### config.mk
export PLATFORM = sky130hd
export DESIGN_NAME = service_relay_sequencer
export DESIGN_NICKNAME = d
export VERILOG_FILES = /design/src/sv/srs_pkg.sv /design/src/sv/service_relay_sequencer.sv
export SDC_FILE = /design/constraint.sdc
export NUM_CORES = 1
export LEC_CHECK = 0
export BUFFER_PORTS_ARGS = -buffer_cell sky130_fd_sc_hd__buf_2
export CORE_MARGIN = 10
export CORE_UTILIZATION = 62
export CTS_CLUSTER_DIAMETER = 200
export DETAILED_ROUTE_END_ITERATION = 16
export GPL_TIMING_DRIVEN = 0
export PLACE_DENSITY = 0.78
export SYNTH_ARGS = -nofsm -noshare
export SYNTH_HDL_FRONTEND = slang
export SYNTH_SLANG_ARGS = --single-unit
### constraint.sdc
create_clock -name aclk -period 5.2 [get_ports aclk]
set_input_delay 1.3 -clock aclk [delete_from_list [all_inputs] [get_ports aclk]]
set_output_delay 1.3 -clock aclk [all_outputs]
set_load 0.1 [all_outputs]
### src/sv/srs_pkg.sv
package srs_pkg;

    // Width of the tick counters; they saturate at their all-ones value.
    localparam int TIMER_BITS = 17;
    localparam logic [TIMER_BITS-1:0] TIMER_MAX = {TIMER_BITS{1'b1}};

    // Configuration register widths.
    localparam int SETUP_W = 3;
    localparam int DUR_W   = 16;
    localparam int CFG_IDX_W  = 3;
    localparam int CFG_DATA_W = DUR_W;

    // Width used when comparing a counter to a duration.
    localparam int CMP_W = (TIMER_BITS > DUR_W) ? TIMER_BITS : DUR_W;

    // Configuration register indexes.
    localparam logic [CFG_IDX_W-1:0] REG_CONTROL_SETUP      = 3'd0;
    localparam logic [CFG_IDX_W-1:0] REG_INDICATOR_SETUP    = 3'd1;
    localparam logic [CFG_IDX_W-1:0] REG_DONE_SETUP         = 3'd2;
    localparam logic [CFG_IDX_W-1:0] REG_CONTROL_DURATION   = 3'd3;
    localparam logic [CFG_IDX_W-1:0] REG_INDICATOR_DURATION = 3'd4;
    localparam logic [CFG_IDX_W-1:0] REG_SERVICE_TIME       = 3'd5;

    // Bits of a setup register.
    localparam int SETUP_EN  = 0;
    localparam int SETUP_INV = 1;
    localparam int SETUP_SEL = 2;

    // Phase codes.
    localparam logic [1:0] PH_READY   = 2'd0;
    localparam logic [1:0] PH_PREPARE = 2'd1;
    localparam logic [1:0] PH_WORK    = 2'd2;
    localparam logic [1:0] PH_FINAL   = 2'd3;

    typedef logic [TIMER_BITS-1:0] timer_t;
    typedef logic [SETUP_W-1:0]    setup_t;
    typedef logic [DUR_W-1:0]      dur_t;

    // Saturating count of one tick.
    function automatic timer_t timer_bump(input timer_t v);
        timer_bump = (v == TIMER_MAX) ? v : v + 1'b1;
    endfunction

    // True when the elapsed count exceeds the duration.
    function automatic logic expired(input timer_t v, input dur_t d);
        logic [CMP_W-1:0] ve;
        logic [CMP_W-1:0] de;
        ve = CMP_W'(v);
        de = CMP_W'(d);
        expired = (ve > de);
    endfunction

endpackage

### src/sv/service_relay_sequencer.sv
// Service relay sequencer. One input item is one pass of the control loop and
// yields exactly one result item. The item is processed by a single stage of
// logic between the state registers and the result register, so one item is
// accepted per clock: s_ready stays high while the result register is empty or
// being taken, and the result appears in the cycle after acceptance. The block
// runs a ready/prepare/work/final sequence, drives two latched relays from the
// indicator and control one-shot pulses, and ends the work phase on the
// qualified done sensor or on the service timeout. Durations and timeout are
// in 10 ms ticks; write configuration only while no item is in flight.
module service_relay_sequencer (
    input  logic                            aclk,
    input  logic                            aresetn,
    // Configuration write port
    input  logic                            cfg_wr_en,
    input  logic [srs_pkg::CFG_IDX_W-1:0]   cfg_index,
    input  logic [srs_pkg::CFG_DATA_W-1:0]  cfg_wdata,
    // Input items
    input  logic                            s_valid,
    output logic                            s_ready,
    input  logic                            s_tick_10ms,
    input  logic                            s_event_valid,
    input  logic                            s_evt_prepare,
    input  logic                            s_evt_indicator,
    input  logic                            s_evt_control,
    input  logic                            s_sensor_one,
    input  logic                            s_sensor_two,
    // Result items
    output logic                            m_valid,
    input  logic                            m_ready,
    output logic                            m_relay_one,
    output logic                            m_relay_two,
    output logic                            m_done_pulse,
    output logic                            m_timeout_pulse,
    output logic                            m_ready_flag,
    output logic [1:0]                      m_phase
);

    // Configuration registers.
    srs_pkg::setup_t control_setup_reg;
    srs_pkg::setup_t indicator_setup_reg;
    srs_pkg::setup_t done_setup_reg;
    srs_pkg::dur_t   control_duration_reg;
    srs_pkg::dur_t   indicator_duration_reg;
    srs_pkg::dur_t   service_time_reg;

    // Sequencer state.
    logic [1:0]      phase_reg, phase_next;
    logic            ind_armed_reg, ind_armed_next;
    logic            ctl_armed_reg, ctl_armed_next;
    srs_pkg::timer_t ind_elapsed_reg, ind_elapsed_next;
    srs_pkg::timer_t ctl_elapsed_reg, ctl_elapsed_next;
    srs_pkg::timer_t work_elapsed_reg, work_elapsed_next;
    logic            relay_one_reg, relay_one_next;
    logic            relay_two_reg, relay_two_next;

    // Result register.
    logic            out_valid_reg;
    logic            done_pulse_reg, done_pulse_next;
    logic            timeout_pulse_reg, timeout_pulse_next;
    logic            ready_flag_reg, ready_flag_next;

    logic            accept;
    logic            done_act;
    logic            done_sensor;

    assign s_ready = !out_valid_reg || m_ready;
    assign accept  = s_valid && s_ready;

    // Configuration writes; unknown indexes are dropped.
    always_ff @(posedge aclk) begin
        if (!aresetn) begin
            control_setup_reg      <= '0;
            indicator_setup_reg    <= '0;
            done_setup_reg         <= '0;
            control_duration_reg   <= '0;
            indicator_duration_reg <= '0;
            service_time_reg       <= '0;
        end else if (cfg_wr_en) begin
            case (cfg_index)
                srs_pkg::REG_CONTROL_SETUP:
                    control_setup_reg <= cfg_wdata[srs_pkg::SETUP_W-1:0];
                srs_pkg::REG_INDICATOR_SETUP:
                    indicator_setup_reg <= cfg_wdata[srs_pkg::SETUP_W-1:0];
                srs_pkg::REG_DONE_SETUP:
                    done_setup_reg <= cfg_wdata[srs_pkg::SETUP_W-1:0];
                srs_pkg::REG_CONTROL_DURATION:
                    control_duration_reg <= cfg_wdata[srs_pkg::DUR_W-1:0];
                srs_pkg::REG_INDICATOR_DURATION:
                    indicator_duration_reg <= cfg_wdata[srs_pkg::DUR_W-1:0];
                srs_pkg::REG_SERVICE_TIME:
                    service_time_reg <= cfg_wdata[srs_pkg::DUR_W-1:0];
                default: begin
                end
            endcase
        end
    end

    // Qualified done signal from the current sensor pins.
    assign done_sensor = done_setup_reg[srs_pkg::SETUP_SEL] ? s_sensor_two : s_sensor_one;
    assign done_act    = done_setup_reg[srs_pkg::SETUP_EN] &&
                         (done_sensor ^ done_setup_reg[srs_pkg::SETUP_INV]);

    // One pass of the loop. Relay drives are applied in order, so a later
    // drive to the same relay overrides an earlier one.
    always_comb begin
        logic lvl;
        phase_next         = phase_reg;
        ind_armed_next     = ind_armed_reg;
        ctl_armed_next     = ctl_armed_reg;
        ind_elapsed_next   = ind_elapsed_reg;
        ctl_elapsed_next   = ctl_elapsed_reg;
        work_elapsed_next  = work_elapsed_reg;
        relay_one_next     = relay_one_reg;
        relay_two_next     = relay_two_reg;
        done_pulse_next    = 1'b0;
        timeout_pulse_next = 1'b0;
        ready_flag_next    = !done_act;
        lvl                = 1'b0;

        // Timers advance on a tick and stick at their maximum.
        if (s_tick_10ms) begin
            ind_elapsed_next  = srs_pkg::timer_bump(ind_elapsed_reg);
            ctl_elapsed_next  = srs_pkg::timer_bump(ctl_elapsed_reg);
            work_elapsed_next = srs_pkg::timer_bump(work_elapsed_reg);
        end

        // Expired pulses switch off, indicator first.
        if (ind_armed_reg && srs_pkg::expired(ind_elapsed_next, indicator_duration_reg)) begin
            ind_armed_next = 1'b0;
            if (indicator_setup_reg[srs_pkg::SETUP_EN]) begin
                lvl = indicator_setup_reg[srs_pkg::SETUP_INV];
                if (indicator_setup_reg[srs_pkg::SETUP_SEL]) relay_two_next = lvl;
                else relay_one_next = lvl;
            end
        end
        if (ctl_armed_reg && srs_pkg::expired(ctl_elapsed_next, control_duration_reg)) begin
            ctl_armed_next = 1'b0;
            if (control_setup_reg[srs_pkg::SETUP_EN]) begin
                lvl = control_setup_reg[srs_pkg::SETUP_INV];
                if (control_setup_reg[srs_pkg::SETUP_SEL]) relay_two_next = lvl;
                else relay_one_next = lvl;
            end
        end

        // Phase machine.
        case (phase_reg)
            srs_pkg::PH_READY: begin
                if (s_event_valid && s_evt_prepare) begin
                    phase_next     = srs_pkg::PH_PREPARE;
                    ind_armed_next = 1'b0;
                    if (indicator_setup_reg[srs_pkg::SETUP_EN]) begin
                        lvl = indicator_setup_reg[srs_pkg::SETUP_INV];
                        if (indicator_setup_reg[srs_pkg::SETUP_SEL]) relay_two_next = lvl;
                        else relay_one_next = lvl;
                    end
                end
            end
            srs_pkg::PH_PREPARE: begin
                if (s_event_valid) begin
                    if (s_evt_indicator) ind_elapsed_next = '0;
                    ind_armed_next = s_evt_indicator;
                    if (indicator_setup_reg[srs_pkg::SETUP_EN]) begin
                        lvl = s_evt_indicator ^ indicator_setup_reg[srs_pkg::SETUP_INV];
                        if (indicator_setup_reg[srs_pkg::SETUP_SEL]) relay_two_next = lvl;
                        else relay_one_next = lvl;
                    end
                    if (s_evt_control) begin
                        ctl_elapsed_next  = '0;
                        ctl_armed_next    = 1'b1;
                        work_elapsed_next = '0;
                        phase_next        = srs_pkg::PH_WORK;
                        if (control_setup_reg[srs_pkg::SETUP_EN]) begin
                            lvl = !control_setup_reg[srs_pkg::SETUP_INV];
                            if (control_setup_reg[srs_pkg::SETUP_SEL]) relay_two_next = lvl;
                            else relay_one_next = lvl;
                        end
                    end else begin
                        phase_next = srs_pkg::PH_READY;
                    end
                end
            end
            srs_pkg::PH_WORK: begin
                if (srs_pkg::expired(work_elapsed_next, service_time_reg)) begin
                    timeout_pulse_next = 1'b1;
                    phase_next         = srs_pkg::PH_FINAL;
                end else if (done_act) begin
                    ctl_armed_next  = 1'b0;
                    done_pulse_next = 1'b1;
                    phase_next      = srs_pkg::PH_FINAL;
                    if (control_setup_reg[srs_pkg::SETUP_EN]) begin
                        lvl = control_setup_reg[srs_pkg::SETUP_INV];
                        if (control_setup_reg[srs_pkg::SETUP_SEL]) relay_two_next = lvl;
                        else relay_one_next = lvl;
                    end
                end
            end
            default: begin
                phase_next = srs_pkg::PH_READY;
            end
        endcase
    end

    // State advances once per accepted item.
    always_ff @(posedge aclk) begin
        if (!aresetn) begin
            phase_reg        <= srs_pkg::PH_READY;
            ind_armed_reg    <= 1'b0;
            ctl_armed_reg    <= 1'b0;
            ind_elapsed_reg  <= '0;
            ctl_elapsed_reg  <= '0;
            work_elapsed_reg <= '0;
            relay_one_reg    <= 1'b0;
            relay_two_reg    <= 1'b0;
        end else if (accept) begin
            phase_reg        <= phase_next;
            ind_armed_reg    <= ind_armed_next;
            ctl_armed_reg    <= ctl_armed_next;
            ind_elapsed_reg  <= ind_elapsed_next;
            ctl_elapsed_reg  <= ctl_elapsed_next;
            work_elapsed_reg <= work_elapsed_next;
            relay_one_reg    <= relay_one_next;
            relay_two_reg    <= relay_two_next;
        end
    end

    // Result register valid flag.
    always_ff @(posedge aclk) begin
        if (!aresetn) begin
            out_valid_reg <= 1'b0;
        end else if (s_ready) begin
            out_valid_reg <= s_valid;
        end
    end

    // Result payload, loaded with each accepted item.
    always_ff @(posedge aclk) begin
        if (accept) begin
            done_pulse_reg    <= done_pulse_next;
            timeout_pulse_reg <= timeout_pulse_next;
            ready_flag_reg    <= ready_flag_next;
        end
    end

    assign m_valid         = out_valid_reg;
    assign m_relay_one     = relay_one_reg;
    assign m_relay_two     = relay_two_reg;
    assign m_done_pulse    = done_pulse_reg;
    assign m_timeout_pulse = timeout_pulse_reg;
    assign m_ready_flag    = ready_flag_reg;
    assign m_phase         = phase_reg;

endmodule

==> results of run 1 <==
==> logic make-up after synthesis <==
kind of cell,count (synthesis)
AOI/OAI and AO/OA,225
xor gates and xnor gates,47
DFF,118
muxes,15
and+or+nand+nor,373
buffers and inverters,110
adders and majority gates,55
==> what timing repair did <==
action,CTS,global route
hold buffers,0,0
endpoints found under the setup margin,5,5
gates resized for setup,2,3
==> layer usage <==
layer	GRT usage [%]	part of all wire, %	up-vias	routed length, um
li1	-	-	3401	-
met1	33.9	45	3231	9250
met2	37.7	44	331	8970
met3	5.09	9.1	40	1880
met4	10.3	2.4	0	489
met5	0	0	-	0
==> Yosys cell counts, drive strengths merged (11+ instances only) <==
cell	count
a31oi	12
a22oi	23
inv	61
nand2	157
nand3	28
nand4	14
nor3	26
a21oi	95
dfxtp	115
or3	11
clkbuf	40
nor2	84
mux2i	12
and3	13
ha	55
xnor2	28
xor2	19
o21ai	45
==> worst max-delay path: cells and delay by family <==
| family | cells | cell delay [ps] |
|---|---|---|
| adder cells (fa/ha/maj) | 1 | 330 |
| XOR/XNOR | 1 | 290 |
| AO/OA/AOI/OAI | 6 | 1580 |
| AND/OR/NAND/NOR | 6 | 1220 |
| buffers and inverters | 2 | 450 |
==> worst max path at each step <==
stage | startpoint | endpoint | slack (ps)
5_1_grt | s_tick_10ms | m_phase[1] | 20
6_report | s_tick_10ms | m_relay_one | 280
2_1_floorplan | s_tick_10ms | m_relay_two | 630
3_3_place_gp | s_tick_10ms | m_relay_one | -620
4_1_cts | s_tick_10ms | m_phase[1] | 220
3_5_place_dp | s_tick_10ms | m_relay_one | -630
==> layout by cell type, fill, tap and decap left out, types with 5 or more instances in the layout <==
cell | netlist | final
a21oi_1 | 95 | 95
a22oi_1 | 23 | 23
a31oi_1 | 11 | 10
and2_1 | 8 | 8
and3_1 | 12 | 12
and4_1 | 10 | 10
buf_2 | 5 | 41
bufinv_16 | 0 | 5
clkbuf_1 | 39 | 38
clkbuf_16 | 0 | 18
dfxtp_1 | 115 | 115
ha_1 | 55 | 55
inv_1 | 61 | 61
mux2i_1 | 12 | 12
nand2_1 | 156 | 156
nand3_1 | 26 | 26
nand4_1 | 13 | 13
nor2_1 | 83 | 83
nor2b_1 | 10 | 10
nor3_1 | 25 | 25
o21ai_0 | 43 | 43
or3_1 | 10 | 10
xnor2_1 | 27 | 27
xor2_1 | 19 | 19
==> report_power, final <==
group | internal [mW] | switching [mW] | total [mW]
Combinational | 0.0777 | 0.187 | 0.264
Clock | 0.901 | 0.433 | 1.33
Sequential | 0.924 | 0.0132 | 0.937
Total | 1.90 | 0.633 | 2.54
==> metrics by stage <==
| stage | setup slack, ps | hold WS [ps] | util [%] |
|---|---|---|---|
| after floorplan | 627 | 436 | - |
| after global placement | -619 | 442 | 66.6 |
| after detailed placement | -626 | 446 | 66.6 |
| after CTS | 224 | 454 | 72.6 |
| after global routing | 22.3 | 470 | 72.7 |
| final | 280 | 452 | 72.7 |
==> cell type report <==
class / instances / share of cell area (%)
clock buffers: 20 / 5.76
flip-flops and latches: 118 / 28.8
well taps: 143 / 2.15
multi-input cells: 715 / 53.5
clock inverters: 12 / 2.37
plain buffers: 48 / 2.46
repair buffers: 36 / 2.17
inverters: 62 / 2.80
==> results.md, run 1 <==
* Outcome: finished clean
* Critical path endpoint category: register
* Cell taking the most area after synthesis: dfxtp_1
* HPWL Detailed at 15100 um
* Post-synthesis instance area at 7250 um^2
* Nets at 1084
* Number of distinct library cells after synthesis at 68
* Final setup vio count at 0
* Total Routed Length at 20600 um
* Via Count at 7003
* Diode count at 0
* Number of synthesized flops with an enable pin at 3
* Layout cells sized above 1 at 10.1%
* Filler cells at 937
* Seq cells post-synth at 118
* CTS Buf Count at 17
* Root Buffer Master: clkbuf_16
* Design area at 8300 um^2
* Slew margin rel. at 32.1%
* Die W at 128 um
* RSZ-0062 raised after global routing: false
* Crit path DAT at 5200 ps
* Largest family of logic cells by synthesized area: simple AND/OR/NAND/NOR gates
* Clk_lat worst skew at 430 ps
* Hold wc startpoint: indicator_duration_reg[12]
* Drt pass-1 iters at 6
* Worst Skew at 9.17 ps
* Actual slew at the worst max-slew pin at 1010 ps
* Die height at 128 um
* PwrDens at 305 nW/um^2
* Top cells by area, synth: dfxtp_1 32%, ha_1 9.5%, nand2_1 8.1%
* Final Power at 2.54 mW
* Post-synthesis cell count at 943
* Final hold violations at 0
* FF-to-FF End: m_phase[1]
* Hold EP: indicator_duration_reg[12]
* Max Cap Viol at 0
* Largest net degree at the start of global routing at 17
* H-tree Lvls at 4
* Total GRT Usage at 25.0%
* R2r startpoint: work_elapsed_reg[0]
* Die Footprint at 16400 um^2
* Port Buffers at 36
* Post-Synth Simple-Gate Area at 24.0%
* Longest Clk Path Bufs at 2
* CTS tree: yes
* Yosys Warn Count at 0
* Adder-cell share of the synthesized area at 9.49%
* GPL Wtd Cong at 0.958
* Reg2Reg Depth at 16
* First-pass GRT wire length at 32900 um
* Wire per inst at 17.8 um
* Static leakage at 3.21 nW
* Register area share after synthesis at 33.0%
* CP max stage cell: a2111oi_2
* Worst-path clk slew at 60 ps
* Initial Utilization at 63.5%
* Synth Area per Inst at 7.69 um^2
* Setup_tns at 0 ps
* Iteration-0 DRC Markers at 661
* Site row count at 39
* Hold Path Depth at 2
* Vias in the first global route at 6639
* Slowest stage delay, CP at 630 ps
* Drt drc at 0
* Syn Nets at 1029
* Async SR Flop Fraction at 0%
* Worst Path Max Fanout at 9
* Area Overhead vs Synth at 14.5%
* I/O pins at 40
* Initial antenna violation count at 0
* Core area at 11400 um^2
* Most used cell along the critical path: nor2_1
* Placed instance area at 7610 um^2
* Synth top area share at 31.8%
* Fin. max-slew vios at 0
* Fin crit period at 4920 ps
* Worst EP required at 5480 ps
* Sequential standard cell area at 2390 um^2
* Global route total overflow at 0
* R2r setup slk at 480 ps
* Post-CTS Setup Bufs at 0
* Worst hold path type: reg2reg
* Multiplexer share of the synthesized area at 2.12%
* Ys flop type: dfxtp_1
* Final Cycle Share at 94.6%
* DP Cell Count at 1122
* Compound-Gate Fraction of Synth Area at 19.6%
* Area of the multi-input gates at 4440 um^2
* Clock sinks at 118
* Fmax at 0.203 GHz
* Via density at 6.07
* VDD IR max at 0.000268 V
* Cell Count, Final, Fillers Out at 1154
* Post-DRT Antenna Nets at 0
* CP Class: in2reg
* Critical Path Start Type: primary input
* Xor/xnor share of the synthesized area at 5.78%
* CP Cell Sequence: clkbuf_2 -> o311ai_4 -> or3_1 -> buf_6 -> nor2_2 -> nand3_2 -> xnor2_1 -> ha_1 -> nand4_1 -> nor2_1 -> a2111oi_2 -> a31oi_2 -> nor2_1 -> o21ai_0 -> a32oi_1 -> a31oi_1
Note: power is estimated with default switching activity, not from simulation.
==> inputs of run 2 (changes only) <==
- PLACE_DENSITY: 0.78 -> not set
- PLACE_DENSITY_LB_ADDON: not set -> 0.15
==> run 2 against run 1 <==
Sequential power is essentially flat. Cell count down 0.26%. Largest power group unchanged. Die area unchanged. Flip-flop and latch count unchanged. Power decreased by 11%. Wire length rose by 1.3%. First-iteration DRC count rose by 1.7%. Setup slack lost 47 ps. Clock skew hardly changed. Count of clock-buffer cells in the layout increased by 4. Utilization down 1.4 points. Highest routed layer unchanged. Global-route usage grew 0.46 points.
==> results.md, run 2 (synthesized netlist as in run 1, its figures left out) <==
* Worst hold path type: reg2reg (unchanged)
* Total Routed Length at 20900 um (was 20600 um)
* Critical Path Start Type: primary input (unchanged)
* Commonest cells after routing, fill and taps aside: 156 x nand2_1, 115 x dfxtp_1, 95 x a21oi_1, 83 x nor2_1, 61 x inv_1 (unchanged)
* Clk_lat worst skew at 420 ps (was 430 ps)
* Die Footprint at 16400 um^2 (unchanged)
* Clk pwr share at 46.3% (was 52.6%)
* Final setup vio count at 0 (unchanged)
* Largest net degree at the start of global routing at 17 (unchanged)
* Slowest stage delay, CP at 530 ps (was 630 ps)
* VDD IR max at 0.000458 V (was 0.000268 V)
* CP max stage cell: nor4_2 (was a2111oi_2)
* Worst EP required at 5520 ps (was 5480 ps)
* Final Cycle Share at 95.5% (was 94.6%)
* Worst Skew at 8.75 ps (was 9.17 ps)
* Via Count at 7066 (was 7003)
* Flop pwr share at 41.8% (was 37.0%)
* Post-DRT Antenna Nets at 0 (unchanged)
* Cell Count, Final, Fillers Out at 1151 (was 1154)
* Wire per inst at 18.1 um (was 17.8 um)
* Static leakage at 3.14 nW (was 3.21 nW)
* Longest Clk Path Bufs at 2 (unchanged)
* Vias in the first global route at 6532 (was 6639)
* Placed instance area at 7610 um^2 (unchanged)
* Die W at 128 um (unchanged)
* Drt drc at 0 (unchanged)
* Final hold violations at 0 (unchanged)
* Family with the most delay on the worst path: simple AND/OR/NAND/NOR gates (was compound AO/OA/AOI/OAI gates)
* CTS tree: yes (unchanged)
* Total GRT Usage at 25.4% (was 25.0%)
* I/O pins at 40 (unchanged)
* Final Util at 71.3% (was 72.7%)
* Initial Utilization at 63.5% (unchanged)
* PwrDens at 276 nW/um^2 (was 305 nW/um^2)
* Site row count at 39 (unchanged)
* Cell Int Power at 1.65 mW (was 1.90 mW)
* Buf/Inv on CP at 1 (was 2)
* RSZ-0062 raised after global routing: false (unchanged)
* Fmax at 0.201 GHz (was 0.203 GHz)
* CTS Buf Count at 17 (unchanged)
* Nets at 1084 (unchanged)
* Iteration-0 DRC Markers at 672 (was 661)
* Crit path DAT at 5280 ps (was 5200 ps)
* Most used cell along the critical path: a31oi_1 (was nor2_1)
* HPWL Detailed at 15500 um (was 15100 um)
* WHS at 453 ps (was 452 ps)
* Via density at 6.14 (was 6.07)
* Diode count at 0 (unchanged)
* Drt pass-1 iters at 6 (unchanged)
* Worst-path clk slew at 50 ps (was 60 ps)
* Fin crit period at 4970 ps (was 4920 ps)
* Fin. max-slew vios at 0 (unchanged)
* CP Class: in2reg (unchanged)
* Max Cap Viol at 0 (unchanged)
* Hold Buf Count CTS at 0 (unchanged)
* Root Buffer Master: clkbuf_16 (unchanged)
* Worst Path Max Fanout at 9 (unchanged)
* Slew margin rel. at 21.2% (was 32.1%)
* Initial antenna violation count at 0 (unchanged)
* Sw Share at 26.6% (was 25.0%)
* Actual slew at the worst max-slew pin at 1180 ps (was 1010 ps)
* Critical path endpoint category: register (unchanged)
* Core area at 11400 um^2 (unchanged)
* Combinational Power Share at 12.0% (was 10.4%)
* Die height at 128 um (unchanged)
* Design area at 8140 um^2 (was 8300 um^2)
* GPL Wtd Cong at 0.949 (was 0.958)
* Global route total overflow at 0 (unchanged)
* Outcome: finished clean (unchanged)
* Net Sw Power at 0.599 mW (was 0.633 mW)
* Clock sinks at 118 (unchanged)
* Area Overhead vs Synth at 12.3% (was 14.5%)
* Layout cells sized above 1 at 9.42% (was 10.1%)
* Commonest non-fill, non-tap cell in the layout: nand2_1 (unchanged)
* CP Cell Sequence: clkbuf_2 -> o31ai_4 -> nor4_4 -> and4_1 -> xor2_1 -> ha_1 -> nand4_1 -> nor4_2 -> o21ai_0 -> a31oi_2 -> nor2_1 -> a31oi_1 -> a31oi_1 -> a311oi_1 (was clkbuf_2 -> o311ai_4 -> or3_1 -> buf_6 -> nor2_2 -> nand3_2 -> xnor2_1 -> ha_1 -> nand4_1 -> nor2_1 -> a2111oi_2 -> a31oi_2 -> nor2_1 -> o21ai_0 -> a32oi_1 -> a31oi_1)
* First-pass GRT wire length at 33500 um (was 32900 um)
* DP Cell Count at 1122 (unchanged)
* H-tree Lvls at 4 (unchanged)
* Port Buffers at 36 (unchanged)
==> run 2: cell count changes in the layout (fill, tap and decap cells not counted) <==
cell / previous run / this run
clkinv_2: 3 / 5
a2111oi_2: 1 / 0
a2111oi_1: 0 / 1
clkbuf_8: 2 / 4
clkbuf_16: 18 / 17
clkinvlp_4: 3 / 0
bufinv_16: 5 / 0
clkbuf_1: 38 / 41
clkinv_4: 1 / 0
==> run 2: tightest hold or removal path: stages, from the launching register on <==
cell     delay, ps
dfxtp_1        300
nand2_1         50
a21oi_1         50
==> run 2: final timing paths <==
| path | from | endpoint | slack (ps) | depth (start not counted) |
|---|---|---|---|---|
| worst max register to register | work_elapsed_reg[0] | m_phase[1] | 320 | 16 |
| worst max-delay path | s_tick_10ms | m_phase[1] | 230 | 14 |
| worst min register to register | indicator_duration_reg[2] | indicator_duration_reg[2] | 450 | 2 |
| worst min-delay path | indicator_duration_reg[2] | indicator_duration_reg[2] | 450 | 2 |
==> run 2: timing repair <==
| action | CTS | global route |
|---|---|---|
| endpoints found under the setup margin | 5 | 5 |
| gates resized for setup | 1 | 3 |
| setup buffers | 0 | 0 |
==> run 2: stage by stage <==
step / TNS [ps] / power, mW / worst slack [ps]
floorplan: 0 / 1.13 / 627
global placement: -2160 / 1.21 / -473
detailed placement: -2860 / 1.21 / -605
CTS: 0 / 2.24 / 105
global route: 0 / 2.32 / 24.7
finish: 0 / 2.25 / 233
==> run 2: layout make-up <==
type | instances | area [um^2]
Tap cell | 143 | 179
Multi-Input combinational cell | 715 | 4440
Timing Repair Buffer | 36 | 180
Clock inverter | 5 | 25.0
Clock buffer | 24 | 492
Buffer | 48 | 204
Inverter | 62 | 233
Sequential cell | 118 | 2390
Fill cell | 971 | 3280
==> run 2: routing by layer <==
layer | wire (um) | GRT usage, % | part of all wire (%)
met5 | 0 | 0 | 0
met4 | 637 | 11.1 | 3.1
met3 | 1950 | 6.16 | 9.3
met2 | 8960 | 37.0 | 43
met1 | 9310 | 34.9 | 45
==> run 2: power groups by stage <==
stage          sequential [mW]  clock [mW]  combinational [mW]
6_report                 0.938        1.04               0.269
5_1_grt                  0.939        1.09               0.291
4_1_cts                  0.938        1.04               0.259
3_5_place_dp             0.956           0               0.256
3_3_place_gp             0.956           0               0.253
2_1_floorplan            0.978           0               0.148
